===== config.mk =====
export PLATFORM = sky130hd
export DESIGN_NAME = tts_ctrl
export DESIGN_NICKNAME = d
export VERILOG_FILES = /design/src/sv/tts_pkg.sv /design/src/sv/tts_ctrl.sv
export SDC_FILE = /design/constraint.sdc
export NUM_CORES = 1
export LEC_CHECK = 0
export BUFFER_PORTS_ARGS = -buffer_cell sky130_fd_sc_hd__clkbuf_2
export CAP_MARGIN = 20
export CORE_ASPECT_RATIO = 1.4
export CORE_MARGIN = 4
export CORE_UTILIZATION = 38
export DETAILED_ROUTE_END_ITERATION = 8
export PLACE_DENSITY_LB_ADDON = 0.12
export SETUP_SLACK_MARGIN = 0.3
export SYNTH_ARGS = -nofsm -noshare
export SYNTH_HDL_FRONTEND = slang
export SYNTH_SLANG_ARGS = --single-unit

===== constraint.sdc =====
create_clock -name clock -period 3.1 [get_ports clock]
set_input_delay 0 -clock clock [delete_from_list [all_inputs] [get_ports clock]]
set_output_delay 0 -clock clock [all_outputs]
set_load 0.01 [all_outputs]

===== src/sv/tts_pkg.sv =====
`default_nettype none
// ----------------------------------------------------------------------------
// tts_pkg: shared types and constants of the triangle tangent unit
// Field widths, internal datapath widths, and the command and status
// structs that join the controller to the datapath.
// ----------------------------------------------------------------------------
package tts_pkg;

   // transaction field widths
   localparam int PosW = 24;
   localparam int TexW = 16;
   localparam int NrmW = 16;
   localparam int TanW = 16;

   // internal widths
   localparam int EdgeW = PosW + 1;
   localparam int UvdW  = TexW + 1;
   localparam int DetW  = 35;
   localparam int OpW   = 33;
   localparam int ProdW = 2 * OpW;
   localparam int AccW  = ProdW;
   localparam int DotW  = 49;
   localparam int MagW  = 63;
   localparam int DirW  = 31;
   localparam int RootW = 32;
   localparam int QuoW  = 15;
   localparam int DivW  = 47;

   // fixed-point shifts and iteration counts
   localparam int ScaleLoBit   = 29;
   localparam int FracShift    = 28;
   localparam int DotSplit     = 24;
   localparam int TanShift     = 15;
   localparam int SqrtStartBit = 60;
   localparam int SqrtSteps    = 31;
   localparam int DivSteps     = QuoW;
   localparam int NumAxes      = 3;
   localparam int NumCorners   = 3;

   typedef enum logic [3:0] {
      MUL_NONE,
      MUL_S1T2,
      MUL_S2T1,
      MUL_T2E1,
      MUL_T1E2,
      MUL_NT,
      MUL_NDH,
      MUL_NDL,
      MUL_SQ
   } mul_sel_type;

   typedef enum logic [2:0] {
      ACC_NONE,
      ACC_LOAD,
      ACC_ADD,
      ACC_SUB,
      ACC_SUB_HI,
      ACC_LOAD_T
   } acc_op_type;

   typedef enum logic [3:0] {
      ST_NONE,
      ST_DIFF,
      ST_DET,
      ST_VEC,
      ST_TCOPY,
      ST_DOT,
      ST_SQRT_INIT,
      ST_DIV_INIT,
      ST_TANG
   } st_op_type;

   typedef struct packed {
      logic        cap_en;
      logic [1:0]  cap_slot;
      mul_sel_type mul_sel;
      acc_op_type  acc_op;
      st_op_type   st_op;
      logic [1:0]  axis;
      logic [1:0]  corner;
      logic        flip;
      logic        scale_step;
      logic        sqrt_step;
      logic        div_step;
      logic        out_load;
      logic        out_degen;
   } cmd_type;

   typedef struct packed {
      logic scale_done;
      logic vec_zero;
      logic det_zero;
      logic out_free;
   } status_type;

endpackage
`default_nettype wire


===== src/sv/tts_ctrl.sv =====
`default_nettype none
// ----------------------------------------------------------------------------
// tts_ctrl: tangent sequencer
// Counts corners, and on the third one steps the datapath through the
// determinant, direction, per-corner orthogonalization, root and division.
// ----------------------------------------------------------------------------
module tts_ctrl (
   input  wire logic                clock,
   input  wire logic                reset,
   input  wire logic                req_valid,
   output logic                     req_ready,
   output tts_pkg::cmd_type         cmd,
   input  wire tts_pkg::status_type status
);
   typedef enum logic [4:0] {
      IDLE, DIFF, DET_M1, DET_M2, DET_A, DET_ST, DET_CHK,
      TD_M1, TD_M2, TD_A, TD_ST, T_SCALE, T_COPY,
      D_M, D_A, D_ST, G_L, G_H, G_LO, G_ST, G_SCALE,
      S_M, S_A, S_ST, SQ, DV_INIT, DV, DV_ST, EMIT
   } state_type;

   localparam logic [1:0] LastAxis   = 2'(tts_pkg::NumAxes - 1);
   localparam logic [1:0] LastCorner = 2'(tts_pkg::NumCorners - 1);
   localparam logic [4:0] SqrtLast   = 5'(tts_pkg::SqrtSteps - 1);
   localparam logic [4:0] DivLast    = 5'(tts_pkg::DivSteps - 1);

   state_type  state_ff;
   logic [1:0] count_ff;
   logic [1:0] ax_ff;
   logic [1:0] cn_ff;
   logic [4:0] it_ff;
   logic       degen_ff;

   always_ff @(posedge clock) begin
      if (reset) begin
         state_ff <= IDLE;
         count_ff <= '0;
         ax_ff    <= '0;
         cn_ff    <= '0;
         it_ff    <= '0;
         degen_ff <= 1'b0;
      end else begin
         case (state_ff)
            IDLE: begin
               if (req_valid) begin
                  if (count_ff == LastCorner) begin
                     count_ff <= '0;
                     state_ff <= DIFF;
                  end else begin
                     count_ff <= count_ff + 2'd1;
                  end
               end
            end
            DIFF:   state_ff <= DET_M1;
            DET_M1: state_ff <= DET_M2;
            DET_M2: state_ff <= DET_A;
            DET_A:  state_ff <= DET_ST;
            DET_ST: state_ff <= DET_CHK;
            DET_CHK: begin
               cn_ff <= '0;
               ax_ff <= '0;
               if (status.det_zero) begin
                  degen_ff <= 1'b1;
                  state_ff <= EMIT;
               end else begin
                  state_ff <= TD_M1;
               end
            end
            TD_M1: state_ff <= TD_M2;
            TD_M2: state_ff <= TD_A;
            TD_A:  state_ff <= TD_ST;
            TD_ST: begin
               if (ax_ff == LastAxis) begin
                  state_ff <= T_SCALE;
               end else begin
                  ax_ff    <= ax_ff + 2'd1;
                  state_ff <= TD_M1;
               end
            end
            T_SCALE: begin
               if (status.scale_done) begin
                  state_ff <= T_COPY;
               end
            end
            T_COPY: begin
               ax_ff    <= '0;
               state_ff <= D_M;
            end
            D_M: state_ff <= D_A;
            D_A: begin
               if (ax_ff == LastAxis) begin
                  ax_ff    <= '0;
                  state_ff <= D_ST;
               end else begin
                  ax_ff    <= ax_ff + 2'd1;
                  state_ff <= D_M;
               end
            end
            D_ST: state_ff <= G_L;
            G_L:  state_ff <= G_H;
            G_H:  state_ff <= G_LO;
            G_LO: state_ff <= G_ST;
            G_ST: begin
               if (ax_ff == LastAxis) begin
                  state_ff <= G_SCALE;
               end else begin
                  ax_ff    <= ax_ff + 2'd1;
                  state_ff <= G_L;
               end
            end
            G_SCALE: begin
               if (status.scale_done) begin
                  ax_ff <= '0;
                  if (status.vec_zero) begin
                     degen_ff <= 1'b1;
                     state_ff <= EMIT;
                  end else begin
                     degen_ff <= 1'b0;
                     state_ff <= S_M;
                  end
               end
            end
            S_M: state_ff <= S_A;
            S_A: begin
               if (ax_ff == LastAxis) begin
                  ax_ff    <= '0;
                  state_ff <= S_ST;
               end else begin
                  ax_ff    <= ax_ff + 2'd1;
                  state_ff <= S_M;
               end
            end
            S_ST: begin
               it_ff    <= '0;
               state_ff <= SQ;
            end
            SQ: begin
               if (it_ff == SqrtLast) begin
                  ax_ff    <= '0;
                  state_ff <= DV_INIT;
               end else begin
                  it_ff <= it_ff + 5'd1;
               end
            end
            DV_INIT: begin
               it_ff    <= '0;
               state_ff <= DV;
            end
            DV: begin
               if (it_ff == DivLast) begin
                  state_ff <= DV_ST;
               end else begin
                  it_ff <= it_ff + 5'd1;
               end
            end
            DV_ST: begin
               if (ax_ff == LastAxis) begin
                  state_ff <= EMIT;
               end else begin
                  ax_ff    <= ax_ff + 2'd1;
                  state_ff <= DV_INIT;
               end
            end
            EMIT: begin
               if (status.out_free) begin
                  ax_ff <= '0;
                  if (cn_ff == LastCorner) begin
                     cn_ff    <= '0;
                     state_ff <= IDLE;
                  end else begin
                     cn_ff <= cn_ff + 2'd1;
                     // zero determinant: every corner goes straight out
                     if (!status.det_zero) begin
                        state_ff <= D_M;
                     end
                  end
               end
            end
            default: state_ff <= IDLE;
         endcase
      end
   end

   always_comb begin
      cmd          = '0;
      cmd.mul_sel  = tts_pkg::MUL_NONE;
      cmd.acc_op   = tts_pkg::ACC_NONE;
      cmd.st_op    = tts_pkg::ST_NONE;
      cmd.axis     = ax_ff;
      cmd.corner   = cn_ff;
      cmd.cap_slot = count_ff;
      req_ready    = 1'b0;
      case (state_ff)
         IDLE: begin
            req_ready  = 1'b1;
            cmd.cap_en = req_valid;
         end
         DIFF:   cmd.st_op = tts_pkg::ST_DIFF;
         DET_M1: cmd.mul_sel = tts_pkg::MUL_S1T2;
         DET_M2: begin
            cmd.mul_sel = tts_pkg::MUL_S2T1;
            cmd.acc_op  = tts_pkg::ACC_LOAD;
         end
         DET_A:  cmd.acc_op = tts_pkg::ACC_SUB;
         DET_ST: cmd.st_op = tts_pkg::ST_DET;
         TD_M1:  cmd.mul_sel = tts_pkg::MUL_T2E1;
         TD_M2: begin
            cmd.mul_sel = tts_pkg::MUL_T1E2;
            cmd.acc_op  = tts_pkg::ACC_LOAD;
         end
         TD_A:   cmd.acc_op = tts_pkg::ACC_SUB;
         TD_ST: begin
            cmd.st_op = tts_pkg::ST_VEC;
            cmd.flip  = 1'b1;
         end
         T_SCALE: cmd.scale_step = !status.scale_done;
         T_COPY:  cmd.st_op = tts_pkg::ST_TCOPY;
         D_M:     cmd.mul_sel = tts_pkg::MUL_NT;
         D_A:     cmd.acc_op = (ax_ff == '0) ? tts_pkg::ACC_LOAD : tts_pkg::ACC_ADD;
         D_ST:    cmd.st_op = tts_pkg::ST_DOT;
         G_L: begin
            cmd.mul_sel = tts_pkg::MUL_NDH;
            cmd.acc_op  = tts_pkg::ACC_LOAD_T;
         end
         G_H: begin
            cmd.mul_sel = tts_pkg::MUL_NDL;
            cmd.acc_op  = tts_pkg::ACC_SUB_HI;
         end
         G_LO:    cmd.acc_op = tts_pkg::ACC_SUB;
         G_ST:    cmd.st_op = tts_pkg::ST_VEC;
         G_SCALE: cmd.scale_step = !status.scale_done;
         S_M:     cmd.mul_sel = tts_pkg::MUL_SQ;
         S_A:     cmd.acc_op = (ax_ff == '0) ? tts_pkg::ACC_LOAD : tts_pkg::ACC_ADD;
         S_ST:    cmd.st_op = tts_pkg::ST_SQRT_INIT;
         SQ:      cmd.sqrt_step = 1'b1;
         DV_INIT: cmd.st_op = tts_pkg::ST_DIV_INIT;
         DV:      cmd.div_step = 1'b1;
         DV_ST:   cmd.st_op = tts_pkg::ST_TANG;
         EMIT: begin
            cmd.out_load  = status.out_free;
            cmd.out_degen = degen_ff;
         end
         default: cmd.st_op = tts_pkg::ST_NONE;
      endcase
   end

endmodule
`default_nettype wire


==> impl_results.md <==
- Post-synth top area share: 0.192
- Hold path endpoint: degen_ff
- Most frequent cell after synthesis: nor2_1
- YS warnings: 0
- Initial detailed-routing violation count: roughly 240
- Clock power share: 0.162
- Final setup fails: 0
- Vias: ~1900
- Hold Path Depth: 3
- Avg Inst Size Synth: between 7 and 8 µm²
- CTS tree: yes
- # clock sinks: 17
- Fin crit share: 0.732
- Nets@finish: roughly 280
- Critical R2R Launch: state_ff[4]
- Combinational share of power: 0.564
- Die Width: about 66 µm
- Synth area leader: dfxtp_1
- Number of CTS-inserted buffers: 3
- Least-Margin Pin Slew: about 0.8 ns
- Clock skew: 0.00316 ns
- Final wirelength: about 5400 µm
- Minimum clock period: ~2.3 ns
- Synth unique cells: 66
- Reg2Reg Depth: 4
- Hold crit path type: in -> reg
- Synth-to-Final Area Change: 13.6%
- Peak supply drop: 409 µV
- Die ar.: around 5800 µm²
- Min-delay src: status[2]
- P_int: 559 µW
- Max Clk Rate: 0.441 GHz
- Sequential fraction of the synthesis area: 0.192
- Main synth FF type: dfxtp_1
- Clock Latency Late Sink: roughly 0.26 ns
- Critical path class: reg -> out
- Root Driver: clkbuf_8
- First-pass GRT wire length: 8650 µm
- Routed wire per std cell: 16.6 µm
- Initial Util: 0.391
- HPWL reported at the end of detailed placement: 4000 µm
- Largest net degree at the start of global routing: 24
- Worst slew margin: 0.467
- Ratio of cells with drive above 1 in the final layout: 0.227
- Sequential Power Share: 0.275
- Setup TNS: 0 ns
- First-pass DRT Iterations: 5
- Gpl congestion: between 0.8 and 0.9
- FF-to-FF End: ax_ff[1]
- Synthesized area: about 1800 µm²
- Outcome: finished, final reports clean
- Core Box Area: roughly 4500 µm²
- Std-Cell Rows: 29
- Clock-pin slew on the worst setup and hold paths: 0.07 ns
- Final hold vios: 0
- ANT cells: 0
- Fill cells: around 500
- Required time worst endpoint: 3.10 ns
- Ports: 32
- Crit-path max FO: 18
- Post-synth top cells: nor2_1 (24), nand2_1 (18), dfxtp_1 (17)
- All-layer global routing usage: 0.194
- Asr flop ratio synth: 0
- Vias in the first global route: around 1700
- Seq cells post-synth: 17
- Syn Inst Count: roughly 240
- Flop2flop setup slack: roughly 0.89 ns
- Endpoint type of the worst setup path: output pin
- Leak: between 0.0008 and 0.0009 µW
- IO buf count: 31
- Vias/cell: 5.89
- Die height: between 80 and 90 µm
- Post-CTS Resized: 0
- Net Count, Synth: 249
- Pins Over Slew Limit: 0
- Power density cells: 524 nW/µm²
- Sw Pwr: between 400 and 500 µW
- Crit path DAT: about 2.3 ns
- Net Sw Frac: 0.469
- Number of max-cap violations: 0
- CTS Buffer Depth: 2
- Initial antenna violation count: 0
- Top post-synthesis cells by area: dfxtp_1 (19%), nor2_1 (5.1%), nand2_1 (3.8%)
- Number of flops mapped to enable cells by yosys: 0
- Remaining Overflow, GRT: 0
- Remaining DRCs: 0
- H-tree depth: 1
- RSZ-0062 raised after global routing: no
- Startpoint types: flop
- Hold_ws: ~0.11 ns
- Routed Antenna Nets: 0
-- critical path, cell delays in order, from the launching register on --
cell and delay, ns:
dfxtp_1 0.75, clkinv_1 0.45, o22ai_1 0.34, a22oi_1 0.09, o21ai_0 0.21, clkbuf_2 0.18
-- repair_timing --
action | CTS | global route
endpoints found under the hold margin | 1 | 0
setup buffers | 0 | 0
hold buffers | 1 | 0
setup endpoints to repair | 0 | 0
-- worst max path at each step --
stage                      startpoint  endpoint  cells after the start
final                     state_ff[0]   cmd[15]                      5
after global routing      state_ff[0]   cmd[15]                      5
after CTS                 state_ff[0]   cmd[15]                      5
after detailed placement  state_ff[4]  ax_ff[1]                      4
after global placement    state_ff[4]  ax_ff[1]                      4
after floorplan              ax_ff[0]  ax_ff[0]                      6
-- registers in the layout (all words and copies together), names as in the netlist --
name / count
state_ff: 5
cn_ff: 2
degen_ff: 1
count_ff: 2
ax_ff: 2
it_ff: 5
-- per-layer routing --
layer / vias to the layer above / GRT usage / wire length (µm)
met5: - / 0 / 0
met4: 0 / 0.0906 / 150
met3: 11 / 0.0229 / 357
met2: 102 / 0.323 / 2570
met1: 879 / 0.249 / 2340
li1: 929 / - / -
-- power by group through the flow --
stage | combinational (µW) | sequential [µW] | clock [µW]
final | 594 | 289 | 171
after floorplan | 462 | 258 | 0
after global placement | 589 | 294 | 0
after detailed placement | 581 | 293 | 0
after global routing | 652 | 294 | 191
after CTS | 585 | 289 | 178
-- cells by family after synthesis --
group | count (synthesis) | share of synthesized area
AND/OR/NAND/NOR | 104 | 0.333
AO/OA/AOI/OAI | 71 | 0.292
buffers and inverters | 29 | 0.0883
flip-flops | 17 | 0.192
XOR/XNOR | 6 | 0.0297
multiplexers | 5 | 0.0297
adder cells (fa/ha/maj) | 5 | 0.0353
-- layout make-up --
| type | instances | area, µm² | area share |
|---|---|---|---|
| clock buffer | 4 | 45.0 | 0.0224 |
| inverter | 11 | 41.3 | 0.0205 |
| multi-input combinational | 191 | 1270 | 0.634 |
| sequential | 17 | 340 | 0.169 |
| tap | 62 | 77.6 | 0.0386 |
| timing repair buffer | 41 | 233 | 0.116 |
-- cells in the final DEF (no fill, tap or decap), drive strengths merged, types with 3 or more instances in the layout --
cell type,Yosys,routed
clkbuf,3,35
nor2,25,25
nand2,19,19
dfxtp,17,17
o21ai,14,14
a21oi,14,14
inv,10,10
nand2b,9,9
buf,15,9
and3,8,8
nand4,7,7
nor3,7,7
nand3,6,6
a32oi,5,5
xor2,5,5
ha,5,5
nor2b,5,5
a21o,4,4
a211oi,4,4
mux2i,3,3
o32ai,3,3
a31oi,3,3
nand3b,3,3
nand4b,3,3
nor3b,3,3
and2b,3,3
-- metrics by stage --
stage               power, µW  std cells  instance area, µm²  worst slack, ns   util
floorplan                 719        237                1770             1.21      -
global placement          883        321                1960            0.989  0.431
detailed placement        875        321                1960            0.938  0.431
CTS                      1050        326                2010            0.879  0.444
global route             1140        326                2010            0.721  0.444
finish                   1050        326                2010            0.831  0.444
No activity file was read; power rests on OpenSTA's default activity.
